===== config.mk =====
export PLATFORM = sky130hd
export DESIGN_NAME = byte_stack_with_value_delete
export DESIGN_NICKNAME = d
export VERILOG_FILES = /design/src/rtl/bsvd_pkg.sv /design/src/rtl/bsvd_cell.sv /design/src/rtl/byte_stack_with_value_delete.sv
export VERILOG_INCLUDE_DIRS = /design/src /design/src/rtl
export SDC_FILE = /design/constraint.sdc
export NUM_CORES = 1
export LEC_CHECK = 0
export BUFFER_PORTS_ARGS = -buffer_cell sky130_fd_sc_hd__buf_2
export CAP_MARGIN = 25
export CORE_MARGIN = 3
export CORE_UTILIZATION = 43
export DETAILED_ROUTE_END_ITERATION = 6
export HOLD_SLACK_MARGIN = 0.02
export RECOVER_POWER = 50
export SYNTH_ARGS = -nofsm -noshare
export SYNTH_HDL_FRONTEND = slang
export SYNTH_SLANG_ARGS = --single-unit

===== constraint.sdc =====
create_clock -name clk -period 4.55 [get_ports clk]
set_clock_uncertainty 0.2 [all_clocks]
set_input_delay 0.91 -clock clk [delete_from_list [all_inputs] [get_ports clk]]
set_output_delay 0.91 -clock clk [all_outputs]
set_load 0.05 [all_outputs]

===== src/rtl/byte_stack_with_value_delete_defines.svh =====
// assertion helpers for the rtl
`ifndef BYTE_STACK_WITH_VALUE_DELETE_DEFINES_SVH
`define BYTE_STACK_WITH_VALUE_DELETE_DEFINES_SVH

// checked on every rising edge outside reset
`define BSVD_ASSERT(label, clk, rst, prop) \
  label: assert property (@(posedge clk) disable iff (rst) (prop)) \
    else $error("bsvd assertion failed");

// condition that must never be seen outside reset
`define BSVD_NEVER(label, clk, rst, cond) \
  label: assert property (@(posedge clk) disable iff (rst) !(cond)) \
    else $error("bsvd forbidden condition seen");

`endif


===== src/rtl/bsvd_pkg.sv =====
package bsvd_pkg;

  localparam int DEPTH   = 16;
  localparam int LEVEL_W = $clog2(DEPTH + 1);
  localparam int IDX_W   = (DEPTH > 1) ? $clog2(DEPTH) : 1;
  localparam int FILL_W  = 5;

  typedef enum logic [1:0] {
    KIND_PUSH      = 2'd0,
    KIND_POP       = 2'd1,
    KIND_DEL_FIRST = 2'd2,
    KIND_DEL_ALL   = 2'd3
  } kind_t;

  typedef enum logic [1:0] {
    ST_IDLE,
    ST_SCAN,
    ST_REPORT
  } state_t;

  // per-cell control from the sequencer
  typedef struct packed {
    logic load;   // take the pushed byte
    logic shift;  // take the neighbor's byte (one step toward the bottom)
  } cell_cmd_t;

endpackage


===== src/rtl/bsvd_cell.sv =====
module bsvd_cell (
  input  logic                clk,
  input  bsvd_pkg::cell_cmd_t cmd,
  input  logic [7:0]          load_data,
  input  logic [7:0]          nbr_data,
  input  logic [7:0]          key,
  output logic [7:0]          data,
  output logic                match
);

  always_ff @(posedge clk) begin
    if (cmd.load) begin
      data <= load_data;
    end else if (cmd.shift) begin
      data <= nbr_data;
    end
  end

  assign match = (data == key);

endmodule


===== src/rtl/byte_stack_with_value_delete.sv =====
// byte stack with delete by value: a lifo of bsvd_pkg::DEPTH bytes held in a row of cells,
// cell 0 being the bottom. an item is taken when start is high and busy is low; exactly
// one result per item comes back on the result ports for a single cycle with done high,
// and the receiver cannot stall it, so it must take the result in that cycle. push and pop
// go from idle straight to the report state, which raises done. the deletes walk a scan
// pointer up the stack, one entry per cycle: a matching entry is dropped by shifting every
// cell above it down one place, otherwise the pointer moves on; the scan ends when the
// pointer reaches the fill level or, for a delete of the first match, after one removal.
// busy stays high until the cycle after done. stored bytes need no reset; only entries
// below the fill level are ever read.
`include "byte_stack_with_value_delete_defines.svh"

module byte_stack_with_value_delete (
  input  logic       clk,
  input  logic       rst,
  input  logic       start,
  input  logic [1:0] kind,
  input  logic [7:0] value,
  output logic       busy,
  output logic       done,
  output logic [7:0] top_value,
  output logic [4:0] fill_level,
  output logic       is_empty,
  output logic       is_full,
  output logic       ignored
);

  localparam int DEPTH   = bsvd_pkg::DEPTH;
  localparam int LEVEL_W = bsvd_pkg::LEVEL_W;
  localparam int IDX_W   = bsvd_pkg::IDX_W;

  bsvd_pkg::state_t state, state_next;

  logic [LEVEL_W-1:0] level, level_next;   // bytes held
  logic [LEVEL_W-1:0] ptr, ptr_next;       // scan position during deletes
  logic               first, first_next;   // delete stops after one removal
  logic               ign, ign_next;
  logic [7:0]         key, key_next;       // byte to match

  // sequencer strobes toward the cells
  logic do_load;
  logic do_shift;

  logic [7:0]       cell_data [DEPTH];
  logic [DEPTH-1:0] cell_match;

  bsvd_pkg::kind_t op;
  assign op = bsvd_pkg::kind_t'(kind);

  logic             at_end;
  logic             hit;
  logic [IDX_W-1:0] top_idx;
  logic [LEVEL_W-1:0] level_m1;
  logic             quick_op;   // push or pop taken at this edge

  assign at_end   = (ptr >= level);
  assign hit      = cell_match[ptr[IDX_W-1:0]];
  assign level_m1 = level - LEVEL_W'(1);
  assign top_idx  = level_m1[IDX_W-1:0];
  assign quick_op = start && !busy &&
                    (op == bsvd_pkg::KIND_PUSH || op == bsvd_pkg::KIND_POP);

  // the cell row
  for (genvar i = 0; i < DEPTH; i++) begin : g_cell
    bsvd_pkg::cell_cmd_t cmd;
    logic [7:0]          nbr;

    assign cmd = '{load:  do_load && (level == LEVEL_W'(i)),
                   shift: do_shift && (LEVEL_W'(i) >= ptr)};

    // the top cell has no upper neighbor; what it takes on a shift is never read
    if (i == DEPTH - 1) begin : g_top
      assign nbr = cell_data[i];
    end else begin : g_mid
      assign nbr = cell_data[i+1];
    end

    bsvd_cell u_cell (
      .clk       (clk),
      .cmd       (cmd),
      .load_data (value),
      .nbr_data  (nbr),
      .key       (key),
      .data      (cell_data[i]),
      .match     (cell_match[i])
    );
  end

  always_ff @(posedge clk) begin
    if (rst) begin
      state <= bsvd_pkg::ST_IDLE;
      level <= '0;
    end else begin
      state <= state_next;
      level <= level_next;
    end
  end

  always_ff @(posedge clk) begin
    ptr   <= ptr_next;
    first <= first_next;
    ign   <= ign_next;
    key   <= key_next;
  end

  always_comb begin
    state_next = state;
    level_next = level;
    ptr_next   = ptr;
    first_next = first;
    ign_next   = ign;
    key_next   = key;
    do_load    = 1'b0;
    do_shift   = 1'b0;
    done       = 1'b0;
    unique case (state)
      bsvd_pkg::ST_IDLE: begin
        if (start) begin
          ign_next = 1'b0;
          key_next = value;
          ptr_next = '0;
          unique case (op)
            bsvd_pkg::KIND_PUSH: begin
              state_next = bsvd_pkg::ST_REPORT;
              if (level == LEVEL_W'(DEPTH)) begin
                ign_next = 1'b1;
              end else begin
                do_load    = 1'b1;
                level_next = level + LEVEL_W'(1);
              end
            end
            bsvd_pkg::KIND_POP: begin
              state_next = bsvd_pkg::ST_REPORT;
              if (level == '0) begin
                ign_next = 1'b1;
              end else begin
                level_next = level_m1;
              end
            end
            bsvd_pkg::KIND_DEL_FIRST: begin
              first_next = 1'b1;
              state_next = bsvd_pkg::ST_SCAN;
            end
            bsvd_pkg::KIND_DEL_ALL: begin
              first_next = 1'b0;
              state_next = bsvd_pkg::ST_SCAN;
            end
          endcase
        end
      end
      bsvd_pkg::ST_SCAN: begin
        priority if (at_end) begin
          state_next = bsvd_pkg::ST_REPORT;
        end else if (hit) begin
          // drop the entry at ptr; ptr stays put to check what slid into it
          do_shift   = 1'b1;
          level_next = level_m1;
          if (first) begin
            state_next = bsvd_pkg::ST_REPORT;
          end
        end else begin
          ptr_next = ptr + LEVEL_W'(1);
        end
      end
      bsvd_pkg::ST_REPORT: begin
        done       = 1'b1;
        state_next = bsvd_pkg::ST_IDLE;
      end
      default: begin
        state_next = bsvd_pkg::ST_IDLE;
      end
    endcase
  end

  assign busy       = (state != bsvd_pkg::ST_IDLE);
  assign is_empty   = (level == '0);
  assign is_full    = (level == LEVEL_W'(DEPTH));
  assign top_value  = is_empty ? 8'd0 : cell_data[top_idx];
  assign fill_level = bsvd_pkg::FILL_W'(level);
  assign ignored    = ign;

  // the stack never overfills
  `BSVD_NEVER(a_level_range, clk, rst, level > LEVEL_W'(DEPTH))
  // push and pop report on the next cycle
  `BSVD_ASSERT(a_quick_ops, clk, rst, quick_op |=> done)
  // a result lasts one cycle and frees the block
  `BSVD_ASSERT(a_done_once, clk, rst, done |=> (!done && !busy))
  // a delete never grows the stack
  `BSVD_ASSERT(a_scan_shrinks, clk, rst, (state == bsvd_pkg::ST_SCAN) |=> (level <= $past(level)))

endmodule

==> metrics.md <==
| Metric | Value |
|---|---|
| Syn. warnings | `0` |
| Drt total wl | `around 28 mm` |
| Core Util, Final | `0.4842` |
| DRC Markers | `0` |
| Gates resized, CTS repair | `0` |
| Sw power | `~1100 µW` |
| Fmax achieved | `approximately 240 MHz` |
| Post-DP HPWL | `20.28 mm` |
| Initial antenna violation count | `0` |
| Grt met1 use | `0.3271` |
| CP startpoint | `fill_level[1]$_SDFFE_PP0P_` |
| Critical Path RT | `~3.4 ns` |
| Layout cells sized above 1 | `0.3090` |
| Max-Cap Viols | `0` |
| IO Count | `31` |
| Fin Setup TNS | `0 ns` |
| Core area | `around 22000 µm²` |
| CTS Hold Bufs | `0` |
| Vias per cell | `6.171` |
| Period Utilization, post-route | `0.9055` |
| Critical R2R Launch | `key[7]$_DFFE_PP_` |
| Sw Share | `0.3011` |
| Least-Margin Pin Slew | `about 1.3 ns` |
| Most frequent cells in the layout | `edfxtp_1 (143), mux2_2 (112), xnor2_1 (67)` |
| Nets@finish | `roughly 800` |
| Leak Pwr | `0.003545 µW` |
| # clock sinks | `150` |
| RSZ-0062 raised after global routing | `false` |
| Clock power frac | `0.387` |
| Share of the synthesized area in the top cell type | `0.4470` |
| Chip width | `155.5 µm` |
| Die area | `~24000 µm²` |
| Placement Setup Slack | `about 0.74 ns` |
| GRT busiest layer | `met2` |
| Crit path DAT | `roughly 3 ns` |
| Pwr Total | `around 3600 µW` |
| Chip Height | `155.5 µm` |
| Register Area | `around 4400 µm²` |
| Initial DRC count | `653` |
| M2 GR Usage | `0.3823` |
| Top cells by area, synth | `edfxtp_1 (45%), mux2_2 (13%), mux4_2 (7.5%)` |
| Htree depth | `4` |
| Mapped Area | `9607 µm²` |
| First-pass GRT wire length | `42.65 mm` |
| Syn avg cell area | `13.29 µm²` |
| Initial cell density of the core | `0.4388` |
| Min-delay src | `state[1]$_SDFFE_PP0P_` |
| Max IR drop VDD | `just over 200 µV` |
| Number of global-route vias before repair | `approximately 6600` |
| Critical Path Sink Type | `output port` |
| Fillers | `1966` |
| TritonCTS clock tree | `built` |
| Flop pwr share | `0.438` |
| Post-synth net total | `750` |
| CTS clock-pin slew for the worst setup and hold paths | `0.07 ns` |
| DR pass1 iterations | `5` |
| CTS buffer count | `17` |
| Remaining antenna violation count | `0` |
| Buffer count from post-CTS setup fixing | `0` |
| Final WS setup | `approximately 0.43 ns` |
| #FFs+latches synth | `150` |
| Kind of critical path | `flip-flop to output port` |
| Total GRT Usage | `0.2382` |
| CP max FO | `16` |
| Status | `finished, final reports clean` |
| Congestion Overflow GR | `0` |
| Max clock buf depth | `2` |
| Latest clock arrival within the worst-skew pair | `around 0.43 ns` |
| Slew headroom | `0.1255` |
| Largest net degree at the start of global routing | `33` |
| Multi-input logic area | `around 4800 µm²` |
| Final Setup Violations | `0` |
| Pins Over Slew Limit | `0` |
| Ys flop type | `edfxtp_1` |
| Share of flip-flops with an asynchronous set or reset | `0` |
| Reg2reg setup slack | `around 0.63 ns` |
| Wire length per cell | `approximately 27 µm` |
| Commonest non-fill, non-tap cell in the layout | `edfxtp_1` |
| RD Place Congestion | `approximately 0.88` |
| Final hold vios | `0` |
| Final hold slack | `approximately 0.28 ns` |
| Met3 Use GR | `0.04729` |
| Tmin final | `4.120 ns` |
| Area grow syn2layout | `10.34%` |
| PD cells | `roughly 340 nW/µm²` |
| Min-delay worst type | `flip-flop to flip-flop` |
| Port bufs | `30` |
| Crit path launch type | `flip-flop` |
| Cell variety after synth | `55` |
| Sequential element share of the synthesized area | `0.4616` |
| Leading area contributor after synthesis | `edfxtp_1` |
| Vias | `6461` |
| # diodes | `0` |
| Internal Power | `between 2000 and 3000 µW` |
| EDFF count, synth | `between 100 and 150` |
| Power share of the combinational group | `0.175` |
| Clock root cell | `clkbuf_16` |
| Synth Instances | `between 700 and 800` |
| Num rows | `54` |
worst paths after layout:
path | end | cells past startpoint
setup reg to reg | g_cell[6].u_cell.data[7]$_DFFE_PP_ | 9
hold / removal | state[1]$_SDFFE_PP0P_ | 1
setup / recovery | top_value[1] | 6
hold reg to reg | state[1]$_SDFFE_PP0P_ | 1
routing by layer:
metal  share of wire  vias up
li1                -     2804
met1            0.42     3342
met2            0.49      269
met3           0.065       46
met4           0.025        0
met5               0        -
flip-flops by register name, indices dropped and copies added (netlist names):
register,cells
state,2
first,1
fill_level,5
g_cell.u_cell.data,128
key,8
ptr,5
ignored,1
final cells by class:
class	instances	share of cell area
Multi-Input combinational cell	514	0.4563
Clock inverter	13	0.01027
Clock buffer	19	0.04379
Sequential cell	150	0.4184
Inverter	13	0.004603
Timing Repair Buffer	58	0.03352
Tap cell	280	0.03305
worst max-delay path, cell delays in order, from the launching register on:
cell and delay, ns:
dfxtp_1 0.44, inv_1 0.17, ha_1 0.29, xor2_2 0.83, a211oi_1 0.14, a211oi_2 0.36, buf_2 0.33
through the flow:
stage / instance area, µm² / instances
final: 10600 / 1047
after global routing: 10600 / 1047
after CTS: 10670 / 1047
after detailed placement: 10090 / 1015
after global placement: 10090 / 1015
after floorplan: 9654 / 723
synthesized netlist by cell type (3+ instances only):
library cell / count
o21ai_0: 10
buf_1: 4
and2_1: 3
a211oi_1: 16
mux2_2: 113
xor2_1: 66
nand2b_1: 4
buf_2: 10
or3_1: 3
nor3_2: 4
nor4_1: 15
buf_6: 15
inv_1: 13
nor3_1: 15
a21oi_1: 8
and3_1: 3
nand3_1: 12
mux4_2: 32
nand4_1: 16
xnor2_1: 68
nor2_1: 17
o21a_1: 3
dfxtp_1: 7
nand2_1: 22
nor2b_1: 14
mux2_1: 8
a21o_1: 4
o22ai_1: 3
clkbuf_1: 15
ha_1: 14
mux2i_1: 10
edfxtp_1: 143
power groups by stage:
stage | registers, µW | logic [µW] | clock network, µW
after detailed placement | 1600 | 628 | 0
after global placement | 1600 | 624 | 0
after global routing | 1570 | 665 | 1460
after floorplan | 1580 | 468 | 0
final | 1570 | 629 | 1390
after CTS | 1570 | 631 | 1400
logic make-up after synthesis:
group	share of synthesized area
compound gates	0.05666
flops	0.4616
simple gates	0.07723
buf+inv	0.03686
mux	0.2273
xor+xnor	0.1222
fa+ha+maj	0.01823
(Power assumes the default switching activity.)
